--- src/sv/assert_macros.svh ---
// assertion macros for the gradient lookup rtl
// no dependencies; define NO_ASSERTIONS to compile the checks out
`ifndef ASSERT_MACROS_SVH
`define ASSERT_MACROS_SVH
`ifndef NO_ASSERTIONS
`define CGL_ASSERT(lbl, clk, rst, prop, msg) \
lbl: assert property (@(posedge clk) disable iff (rst) prop) else $error(msg);
`define CGL_ASSERT_NEVER(lbl, clk, rst, expr, msg) \
lbl: assert property (@(posedge clk) disable iff (rst) !(expr)) else $error(msg);
`else
`define CGL_ASSERT(lbl, clk, rst, prop, msg)
`define CGL_ASSERT_NEVER(lbl, clk, rst, expr, msg)
`endif
`endif

--- src/sv/cgl_pkg.sv ---
// shared types, constants and helper functions for the color gradient lookup
// no dependencies
`timescale 1ns / 1ps

package cgl_pkg;

   localparam int MAX_STOPS  = 6;
   localparam int STOP_IDX_W = (MAX_STOPS > 1) ? $clog2(MAX_STOPS) : 1;
   localparam int CSR_IDX_W  = $clog2(MAX_STOPS + 1);
   localparam int COUNT_W    = 3;
   localparam int STOP_W     = 40;
   localparam int POS_W      = 16;
   localparam int CHAN_W     = 8;
   localparam int NUM_CHAN   = 3;
   localparam int C565_W     = 16;
   localparam int BIAS_W     = 16;
   localparam int DIV_CNT_W  = 4;
   localparam int PROD_W     = CHAN_W + BIAS_W;

   localparam logic [CSR_IDX_W-1:0] REG_STOP_COUNT = CSR_IDX_W'(0);
   localparam logic [CSR_IDX_W-1:0] REG_STOP_0     = CSR_IDX_W'(1);

   typedef enum logic [2:0] {
      ST_IDLE,
      ST_SEARCH,
      ST_DIVIDE,
      ST_MULT,
      ST_BLEND,
      ST_PACK
   } cgl_state_type;

   typedef struct packed {
      logic load;
      logic search;
      logic div_step;
      logic mult;
      logic blend;
      logic pack;
   } cgl_cmd_type;

   typedef struct packed {
      logic empty;
      logic hit;
      logic direct;
      logic last;
      logic div_last;
   } cgl_stat_type;

   function automatic logic [POS_W-1:0] stop_pos(input logic [STOP_W-1:0] s);
      return s[STOP_W-1 -: POS_W];
   endfunction

   // channel 0 is red in bits 23..16, then green, then blue
   function automatic logic [CHAN_W-1:0] stop_chan(input logic [STOP_W-1:0] s, input int c);
      return s[CHAN_W*(NUM_CHAN-1-c) +: CHAN_W];
   endfunction

   // floor(y / 255) for y well below 65535
   function automatic logic [CHAN_W-1:0] div255(input logic [15:0] y);
      logic [16:0] t;
      t = {1'b0, y} + {9'd0, y[15:8]} + 17'd1;
      return t[15:8];
   endfunction

   function automatic logic [C565_W-1:0] pack565(input logic [CHAN_W-1:0] r,
                                                 input logic [CHAN_W-1:0] g,
                                                 input logic [CHAN_W-1:0] b);
      logic [15:0] r31;
      logic [15:0] g63;
      logic [15:0] b31;
      logic [CHAN_W-1:0] r5;
      logic [CHAN_W-1:0] g6;
      logic [CHAN_W-1:0] b5;
      r31 = ({8'd0, r} << 5) - {8'd0, r};
      g63 = ({8'd0, g} << 6) - {8'd0, g};
      b31 = ({8'd0, b} << 5) - {8'd0, b};
      r5  = div255(r31);
      g6  = div255(g63);
      b5  = div255(b31);
      return {r5[4:0], g6[5:0], b5[4:0]};
   endfunction

endpackage

--- src/sv/cgl_if.sv ---
// valid/ready channel interfaces for the gradient lookup request and response
// depends on cgl_pkg
`timescale 1ns / 1ps

interface cgl_req_if import cgl_pkg::*; ();
   logic             valid;
   logic             ready;
   logic [POS_W-1:0] position;

   modport source (output valid, output position, input ready);
   modport sink (input valid, input position, output ready);
endinterface

interface cgl_rsp_if import cgl_pkg::*; ();
   logic              valid;
   logic              ready;
   logic [CHAN_W-1:0] red;
   logic [CHAN_W-1:0] green;
   logic [CHAN_W-1:0] blue;
   logic [C565_W-1:0] color565;

   modport source (output valid, output red, output green, output blue, output color565,
                   input ready);
   modport sink (input valid, input red, input green, input blue, input color565,
                 output ready);
endinterface

--- src/sv/color_gradient_lookup_unit.sv ---
// Color gradient lookup: maps a 16-bit position onto a piecewise-linear color
// ramp of up to six stops and returns 8-bit red, green, blue plus the RGB565
// packing. One position is worked at a time. A position that lands on a stop,
// before the first stop or past the last one goes from the search straight to
// pack, and with no stops in use the unit goes from accept straight to pack with
// black. A position between stops is searched stop by stop, then the blend
// weight is formed in the one-bit-per-cycle restoring divider, then multiply,
// blend and pack follow. The next position is accepted while the previous
// result still waits in the output register; its pack state stretches until
// that result leaves. Stops and the stop count must be written through the csr
// port only while the unit is idle; the unit itself does not enforce this.
// Index 0 is the count, 1 to 6 the stops.
// depends on cgl_pkg, cgl_if, cgl_ctrl and cgl_dp
`timescale 1ns / 1ps

module color_gradient_lookup_unit import cgl_pkg::*; (
   input  logic                 clock,
   input  logic                 reset,
   input  logic                 csr_we,
   input  logic [CSR_IDX_W-1:0] csr_index,
   input  logic [STOP_W-1:0]    csr_wdata,
   cgl_req_if.sink              req_chan,
   cgl_rsp_if.source            rsp_chan
);

   cgl_cmd_type  cmd;
   cgl_stat_type stat;

   cgl_ctrl u_ctrl (
      .clock     (clock),
      .reset     (reset),
      .req_valid (req_chan.valid),
      .req_ready (req_chan.ready),
      .rsp_valid (rsp_chan.valid),
      .rsp_ready (rsp_chan.ready),
      .cmd       (cmd),
      .stat      (stat)
   );

   cgl_dp u_dp (
      .clock        (clock),
      .reset        (reset),
      .csr_we       (csr_we),
      .csr_index    (csr_index),
      .csr_wdata    (csr_wdata),
      .req_position (req_chan.position),
      .cmd          (cmd),
      .stat         (stat),
      .rsp_red      (rsp_chan.red),
      .rsp_green    (rsp_chan.green),
      .rsp_blue     (rsp_chan.blue),
      .rsp_color565 (rsp_chan.color565)
   );

endmodule

--- src/sv/cgl_ctrl.sv ---
// sequencing state machine for the gradient lookup: search, divide, multiply, blend, pack
// depends on cgl_pkg and assert_macros.svh
`timescale 1ns / 1ps
`include "assert_macros.svh"

module cgl_ctrl import cgl_pkg::*; (
   input  logic         clock,
   input  logic         reset,
   input  logic         req_valid,
   output logic         req_ready,
   output logic         rsp_valid,
   input  logic         rsp_ready,
   output cgl_cmd_type  cmd,
   input  cgl_stat_type stat
);

   cgl_state_type state_ff;
   cgl_state_type state_in;
   logic          out_valid_ff;
   logic          out_valid_in;

   always_ff @(posedge clock) begin
      if (reset) begin
         state_ff     <= ST_IDLE;
         out_valid_ff <= 1'b0;
      end else begin
         state_ff     <= state_in;
         out_valid_ff <= out_valid_in;
      end
   end

   always_comb begin
      state_in = state_ff;
      case (state_ff)
         ST_IDLE: begin
            if (req_valid) begin
               state_in = stat.empty ? ST_PACK : ST_SEARCH;
            end
         end
         ST_SEARCH: begin
            if (stat.hit) begin
               state_in = stat.direct ? ST_PACK : ST_DIVIDE;
            end else if (stat.last) begin
               state_in = ST_PACK;
            end
         end
         ST_DIVIDE: begin
            if (stat.div_last) begin
               state_in = ST_MULT;
            end
         end
         ST_MULT:  state_in = ST_BLEND;
         ST_BLEND: state_in = ST_PACK;
         ST_PACK: begin
            if (!out_valid_ff || rsp_ready) begin
               state_in = ST_IDLE;
            end
         end
         default:  state_in = ST_IDLE;
      endcase
   end

   always_comb begin
      cmd          = '0;
      req_ready    = 1'b0;
      case (state_ff)
         ST_IDLE: begin
            req_ready = 1'b1;
            cmd.load  = req_valid;
         end
         ST_SEARCH: cmd.search   = 1'b1;
         ST_DIVIDE: cmd.div_step = 1'b1;
         ST_MULT:   cmd.mult     = 1'b1;
         ST_BLEND:  cmd.blend    = 1'b1;
         ST_PACK:   cmd.pack     = !out_valid_ff || rsp_ready;
         default:   cmd          = '0;
      endcase
      // output register refills in the same cycle its beat leaves
      if (cmd.pack) begin
         out_valid_in = 1'b1;
      end else if (rsp_ready) begin
         out_valid_in = 1'b0;
      end else begin
         out_valid_in = out_valid_ff;
      end
   end

   assign rsp_valid = out_valid_ff;

   `CGL_ASSERT(a_pack_waits, clock, reset, (state_ff == ST_PACK && out_valid_ff && !rsp_ready) |=> (state_ff == ST_PACK), "pack overwrote a pending beat")
   `CGL_ASSERT(a_accept_next, clock, reset, (state_ff == ST_IDLE && req_valid) |=> (state_ff == ST_SEARCH || state_ff == ST_PACK), "bad state after accept")
   `CGL_ASSERT(a_divide_len, clock, reset, (state_ff == ST_DIVIDE && !stat.div_last) |=> (state_ff == ST_DIVIDE), "divide left early")
   `CGL_ASSERT_NEVER(a_mult_after_div, clock, reset, state_ff == ST_MULT && $past(state_ff) != ST_DIVIDE, "multiply without divide")

endmodule

--- src/sv/cgl_dp.sv ---
// datapath of the gradient lookup: stop registers, search, bit-serial divider,
// channel blend and rgb565 packing; depends on cgl_pkg
`timescale 1ns / 1ps

module cgl_dp import cgl_pkg::*; (
   input  logic                 clock,
   input  logic                 reset,
   input  logic                 csr_we,
   input  logic [CSR_IDX_W-1:0] csr_index,
   input  logic [STOP_W-1:0]    csr_wdata,
   input  logic [POS_W-1:0]     req_position,
   input  cgl_cmd_type          cmd,
   output cgl_stat_type         stat,
   output logic [CHAN_W-1:0]    rsp_red,
   output logic [CHAN_W-1:0]    rsp_green,
   output logic [CHAN_W-1:0]    rsp_blue,
   output logic [C565_W-1:0]    rsp_color565
);

   logic [COUNT_W-1:0]    count_ff;
   logic [STOP_W-1:0]     stop_ff [MAX_STOPS];
   logic [CSR_IDX_W-1:0]  wr_off;

   logic [POS_W-1:0]      pos_ff;
   logic [STOP_IDX_W-1:0] idx_ff;
   logic [STOP_W-1:0]     prev_ff;
   logic [STOP_W-1:0]     cur_ff;
   logic [POS_W-1:0]      rem_ff;
   logic [POS_W-1:0]      dist_ff;
   logic [BIAS_W-1:0]     bias_ff;
   logic [DIV_CNT_W-1:0]  dcnt_ff;
   logic [PROD_W-1:0]     prod_ff [NUM_CHAN];
   logic                  neg_ff  [NUM_CHAN];
   logic [CHAN_W-1:0]     rgb_ff  [NUM_CHAN];
   logic [CHAN_W-1:0]     red_ff;
   logic [CHAN_W-1:0]     green_ff;
   logic [CHAN_W-1:0]     blue_ff;
   logic [C565_W-1:0]     c565_ff;

   logic [COUNT_W-1:0]    n_eff;
   logic [STOP_W-1:0]     cur_stop;
   logic [POS_W-1:0]      cur_p;
   logic [POS_W:0]        rem2;
   logic                  ge;

   assign wr_off = csr_index - REG_STOP_0;

   always_ff @(posedge clock) begin
      if (reset) begin
         count_ff <= '0;
         for (int i = 0; i < MAX_STOPS; i++) begin
            stop_ff[i] <= '0;
         end
      end else if (csr_we) begin
         if (csr_index == REG_STOP_COUNT) begin
            count_ff <= csr_wdata[COUNT_W-1:0];
         end else if (csr_index <= CSR_IDX_W'(MAX_STOPS)) begin
            stop_ff[wr_off[STOP_IDX_W-1:0]] <= csr_wdata;
         end
      end
   end

   assign n_eff    = (count_ff > COUNT_W'(MAX_STOPS)) ? COUNT_W'(MAX_STOPS) : count_ff;
   assign cur_stop = stop_ff[idx_ff];
   assign cur_p    = stop_pos(cur_stop);

   assign stat.empty    = (n_eff == '0);
   assign stat.hit      = (cur_p >= pos_ff);
   assign stat.direct   = (cur_p == pos_ff) || (idx_ff == '0);
   assign stat.last     = (COUNT_W'(idx_ff) == n_eff - COUNT_W'(1));
   assign stat.div_last = (dcnt_ff == DIV_CNT_W'(BIAS_W - 1));

   // restoring step, remainder stays below the divisor
   assign rem2 = {rem_ff, 1'b0};
   assign ge   = (rem2 >= {1'b0, dist_ff});

   always_ff @(posedge clock) begin
      if (cmd.load) begin
         pos_ff <= req_position;
         idx_ff <= '0;
         for (int c = 0; c < NUM_CHAN; c++) begin
            rgb_ff[c] <= '0;
         end
      end
      if (cmd.search) begin
         // direct and past-the-end cases take the stop color as is
         for (int c = 0; c < NUM_CHAN; c++) begin
            rgb_ff[c] <= stop_chan(cur_stop, c);
         end
         if (stat.hit) begin
            cur_ff  <= cur_stop;
            rem_ff  <= pos_ff - stop_pos(prev_ff);
            dist_ff <= cur_p - stop_pos(prev_ff);
            dcnt_ff <= '0;
         end else begin
            prev_ff <= cur_stop;
            idx_ff  <= idx_ff + STOP_IDX_W'(1);
         end
      end
      if (cmd.div_step) begin
         rem_ff  <= ge ? POS_W'(rem2 - {1'b0, dist_ff}) : rem2[POS_W-1:0];
         bias_ff <= {bias_ff[BIAS_W-2:0], ge};
         dcnt_ff <= dcnt_ff + DIV_CNT_W'(1);
      end
      if (cmd.mult) begin
         for (int c = 0; c < NUM_CHAN; c++) begin
            if (stop_chan(cur_ff, c) < stop_chan(prev_ff, c)) begin
               neg_ff[c]  <= 1'b1;
               prod_ff[c] <= PROD_W'(stop_chan(prev_ff, c) - stop_chan(cur_ff, c))
                             * PROD_W'(bias_ff);
            end else begin
               neg_ff[c]  <= 1'b0;
               prod_ff[c] <= PROD_W'(stop_chan(cur_ff, c) - stop_chan(prev_ff, c))
                             * PROD_W'(bias_ff);
            end
         end
      end
      if (cmd.blend) begin
         for (int c = 0; c < NUM_CHAN; c++) begin
            rgb_ff[c] <= neg_ff[c] ? stop_chan(prev_ff, c) - prod_ff[c][PROD_W-1 -: CHAN_W]
                                   : stop_chan(prev_ff, c) + prod_ff[c][PROD_W-1 -: CHAN_W];
         end
      end
      if (cmd.pack) begin
         red_ff   <= rgb_ff[0];
         green_ff <= rgb_ff[1];
         blue_ff  <= rgb_ff[2];
         c565_ff  <= pack565(rgb_ff[0], rgb_ff[1], rgb_ff[2]);
      end
   end

   assign rsp_red      = red_ff;
   assign rsp_green    = green_ff;
   assign rsp_blue     = blue_ff;
   assign rsp_color565 = c565_ff;

endmodule

--- src/flat_wrapper.sv ---
// flat-port wrapper written by rule: the top's interface ports become plain ports
module color_gradient_lookup_unit_flat import cgl_pkg::*;
  (clock, reset, csr_we, csr_index, csr_wdata, req_chan_valid, req_chan_position, req_chan_ready, rsp_chan_valid, rsp_chan_red, rsp_chan_green, rsp_chan_blue, rsp_chan_color565, rsp_chan_ready);
  cgl_req_if req_chan_i ();
  cgl_rsp_if rsp_chan_i ();
  input  logic clock;
  input  logic reset;
  input  logic csr_we;
  input  logic [CSR_IDX_W-1:0] csr_index;
  input  logic [STOP_W-1:0] csr_wdata;
  input wire logic [$bits(req_chan_i.valid)-1:0] req_chan_valid;
  input wire logic [$bits(req_chan_i.position)-1:0] req_chan_position;
  output wire logic [$bits(req_chan_i.ready)-1:0] req_chan_ready;
  output wire logic [$bits(rsp_chan_i.valid)-1:0] rsp_chan_valid;
  output wire logic [$bits(rsp_chan_i.red)-1:0] rsp_chan_red;
  output wire logic [$bits(rsp_chan_i.green)-1:0] rsp_chan_green;
  output wire logic [$bits(rsp_chan_i.blue)-1:0] rsp_chan_blue;
  output wire logic [$bits(rsp_chan_i.color565)-1:0] rsp_chan_color565;
  input wire logic [$bits(rsp_chan_i.ready)-1:0] rsp_chan_ready;
  assign req_chan_i.valid = req_chan_valid;
  assign req_chan_i.position = req_chan_position;
  assign req_chan_ready = req_chan_i.ready;
  assign rsp_chan_valid = rsp_chan_i.valid;
  assign rsp_chan_red = rsp_chan_i.red;
  assign rsp_chan_green = rsp_chan_i.green;
  assign rsp_chan_blue = rsp_chan_i.blue;
  assign rsp_chan_color565 = rsp_chan_i.color565;
  assign rsp_chan_i.ready = rsp_chan_ready;
  color_gradient_lookup_unit u_core (.clock(clock), .reset(reset), .csr_we(csr_we), .csr_index(csr_index), .csr_wdata(csr_wdata), .req_chan(req_chan_i), .rsp_chan(rsp_chan_i));
endmodule
--- config.mk ---
export PLATFORM = sky130hd
export DESIGN_NAME = color_gradient_lookup_unit_flat
export DESIGN_NICKNAME = d
export VERILOG_FILES = /design/src/sv/cgl_pkg.sv /design/src/sv/cgl_if.sv /design/src/sv/color_gradient_lookup_unit.sv /design/src/sv/cgl_ctrl.sv /design/src/sv/cgl_dp.sv /design/src/flat_wrapper.sv
export VERILOG_INCLUDE_DIRS = /design/src /design/src/sv
export SDC_FILE = /design/constraint.sdc
export NUM_CORES = 2
export LEC_CHECK = 0
export ABC_AREA = 1
export BUFFER_PORTS_ARGS = -buffer_cell sky130_fd_sc_hd__buf_2
export CAP_MARGIN = 0
export CORE_AREA = 2 2 477 479
export CTS_CLUSTER_DIAMETER = 200
export DETAILED_ROUTE_END_ITERATION = 12
export DIE_AREA = 0 0 479 481
export GPL_ROUTABILITY_DRIVEN = 0
export GPL_TIMING_DRIVEN = 0
export SKIP_CTS_REPAIR_TIMING = 1
export SYNTH_ARGS = -nofsm -noshare
export SYNTH_HDL_FRONTEND = slang
export SYNTH_SLANG_ARGS = --single-unit
--- constraint.sdc ---
create_clock -name clock -period 5.79 [get_ports clock]
set_input_delay 0.579 -clock clock [delete_from_list [all_inputs] [get_ports clock]]
set_output_delay 0.579 -clock clock [all_outputs]
set_load 0.1 [all_outputs]
==> summary.md <==
| Metric | Value |
|---|---|
| Vias in the first global route | 46,500 |
| Most frequent cells after synthesis | nand2_1 (1,186), nor2_1 (1,127), inv_1 (987) |
| Sequential cell area | 16,500 sq um |
| Initial antenna violation count | 8 |
| RSZ-0062 raised after global routing | true |
| Post-route minimum period | between 6000 and 7000 ps |
| Tcrit/Tclk final | 1.07 |
| Distinct cells, synth | between 60 and 70 |
| Routed via count | about 47,000 |
| Tightest Pin Transition | roughly 1400 ps |
| Synth Warn # | 0 |
| Max clock buf depth | 3 |
| DRT Pass-1 Iters | 8 |
| Fin nets | around 7,900 |
| Remaining antenna violation count | 0 |
| Synth Instances | ~6,500 |
| Setup slack after layout | -413 ps |
| Multi-input gate area | around 37,000 sq um |
| Clock skew | 47.6 ps |
| Setup violators final | 24 |
| Critical Path Start Type | flop |
| Avg Inst Size Synth | slightly below 9 sq um |
| ANT cells | 0 |
| Most common cell in the netlist | nand2_1 |
| Number of port buffers | between 100 and 150 |
| Total global routing overflow | 0 |
| CTS H-tree depth | 2 |
| Clock Sinks | roughly 550 |
| Worst EP arrival | ~6700 ps |
| Worst Path Buf+Inv | 6 |
| Die area | approximately 230,000 sq um |
| Vias per inst | roughly 4.8 |
| Final Max Tran Viols | 0 |
| Critical path required time | 6250 ps |
| Slew margin rel. | 0.0487 |
| Tightest Hold Check Type | in2reg |
| Cell accounting for the most synthesized area | edfxtp_1 |
| Wire per inst | 18.8 um |
| Clk slew on worst S/H paths | 60 ps |
| Rows | between 150 and 200 |
| # fillers | 23,400 |
| Seq/Total Area, Yosys | 0.295 |
| Final Hold Viols | 0 |
| Max-cap check violation count | 0 |
| Delay of the slowest critical-path stage | approximately 550 ps |
| Share of flip-flops with an asynchronous set or reset | 0 |
| CP top delay family | adder cells |
| Fmax | 161 MHz |
| CP dominant cell by count | fa_1 |
| Root buffer cell | clkbuf_16 |
| DP HPWL | 140,000 um |
| GRT Total Usage | 0.154 |
| CP Class | reg2reg |
| Iteration-0 DRC Markers | between 4,000 and 5,000 |
| Failing checks | negative setup slack |
| Synth Cell Area | between 50,000 and 60,000 sq um |
| Status | finished with violations |
| Slowest CP cell | fa_1 |
| Synth area leaders | edfxtp_1 (29%), fa_1 (21%), ha_1 (11%), nand2_1 (8.0%), nor2_1 (7.6%) |
| Synth Net Count | roughly 7,600 |
| First-pass GRT wire length | around 270,000 um |
| Synth top area share | 0.291 |
| Ys flop type | edfxtp_1 |
| Clk Latency, worst-skew pair | 700 ps |
| Critical Path End Type | flop |
| Post-synth EDFFs | approximately 540 |
| Total core area | approximately 230,000 sq um |
| Pre-CTS setup slack | -1350 ps |
| Area grow syn2layout | 18.8% |
| Post-Route WL | roughly 180,000 um |
| Largest net degree at the start of global routing | 35 |
| Drt drc | 0 |
| Worst R2R Setup Slack | -410 ps |
| Layout cells sized above 1 | 0.147 |
| Total CTS buffers | approximately 60 |
| Chip Width | about 480 um |
| Die Y | about 480 um |
| CTS tree | built |
| #FFs+latches synth | 553 |
| IO Pins | 106 |
| Crit path max fanout | 7 |
| Starting Density | 0.248 |
[final timing paths]
path                                               from                    endpoint  cells past startpoint
worst max-delay path             u_core.u_dp.prev_ff[9]  u_core.u_dp.prod_ff[1][22]                     26
worst min-delay path               req_chan_position[0]       u_core.u_dp.pos_ff[0]                      1
worst max register to register   u_core.u_dp.prev_ff[9]  u_core.u_dp.prod_ff[1][22]                     26
worst min register to register  u_core.u_dp.bias_ff[11]     u_core.u_dp.bias_ff[12]                      0
[metal layers]
layer / wire (um) / GRT usage
met1: 74700 / 0.198
met2: 85100 / 0.249
met3: 16900 / 0.0341
met4: 8200 / 0.0623
met5: 34 / 0
[flip-flops by register name (all words and copies together) (netlist names)]
name / flops
u_core.u_ctrl.state_ff: 3
u_core.u_dp.cur_ff: 24
u_core.u_dp.rgb_ff: 24
u_core.u_dp.rem_ff: 16
u_core.u_dp.dcnt_ff: 4
u_core.u_dp.dist_ff: 16
u_core.u_dp.prod_ff: 24
u_core.u_dp.rsp_blue: 8
u_core.u_dp.rsp_color565: 16
u_core.u_dp.count_ff: 3
u_core.u_dp.neg_ff: 3
u_core.u_dp.bias_ff: 16
u_core.u_dp.stop_ff: 320
u_core.u_dp.idx_ff: 3
u_core.u_dp.rsp_red: 8
u_core.u_dp.prev_ff: 40
u_core.u_dp.pos_ff: 16
u_core.u_ctrl.rsp_valid: 1
u_core.u_dp.rsp_green: 8
[cells in the final DEF (no fill, tap or decap), types with 18 or more instances in the layout]
cell / instances
xor2_1: 67
clkbuf_1: 111
a21oi_2: 36
buf_8: 18
buf_4: 116
nand3_2: 39
nor2_2: 37
nand4_1: 34
ha_4: 47
o221ai_1: 18
nand2_2: 109
a21o_1: 33
edfxtp_1: 542
a31oi_1: 22
nand2_4: 29
buf_6: 32
inv_2: 76
o21ai_1: 31
o21a_1: 21
o21ai_0: 247
ha_1: 447
clkbuf_16: 63
nor3_1: 28
buf_2: 137
o22ai_1: 53
nand2_1: 1063
nand3b_1: 23
xnor2_1: 43
clkbuf_2: 22
nor2_1: 1089
nand3_1: 161
a21oi_1: 192
inv_1: 915
fa_1: 588
[cell families (layout without fill, tap and decap cells)]
family | count (synthesis) | count (layout) | share of synthesized area
and+or+nand+nor | 2688 | 2688 | 0.194
buffers and inverters | 1252 | 1590 | 0.0874
adders and majority gates | 1106 | 1106 | 0.328
AOI/OAI and AO/OA | 741 | 741 | 0.0750
DFF | 553 | 553 | 0.295
xor gates and xnor gates | 136 | 136 | 0.0217
[stage by stage]
| stage | hold slack (ps) | utilization | cells | setup TNS, ps | instance area (sq um) |
|---|---|---|---|---|---|
| after detailed placement | 432 | 0.269 | 9608 | -24400 | 60700 |
| after global routing | 50.2 | 0.295 | 9823 | -11030 | 66500 |
| final | 59.7 | 0.295 | 9823 | -6750 | 66500 |
| after CTS | 25.0 | 0.278 | 9722 | -25670 | 62800 |
| after global placement | 428 | 0.267 | 9590 | -258880 | 60300 |
| after floorplan | 424 | - | 6476 | -28.0 | 56000 |
[area by class of cell]
cell class | instances | share of cell area
Multi-Input combinational cell | 4671 | 0.558
Sequential cell | 553 | 0.248
Inverter | 1007 | 0.0576
Tap cell | 3009 | 0.0566
Timing Repair Buffer | 229 | 0.0268
Clock buffer | 64 | 0.0233
Buffer | 240 | 0.0217
Clock inverter | 50 | 0.00798
Power is not shown: default switching activity piles up to over one toggle a cycle in this logic, so the estimate is an artifact.
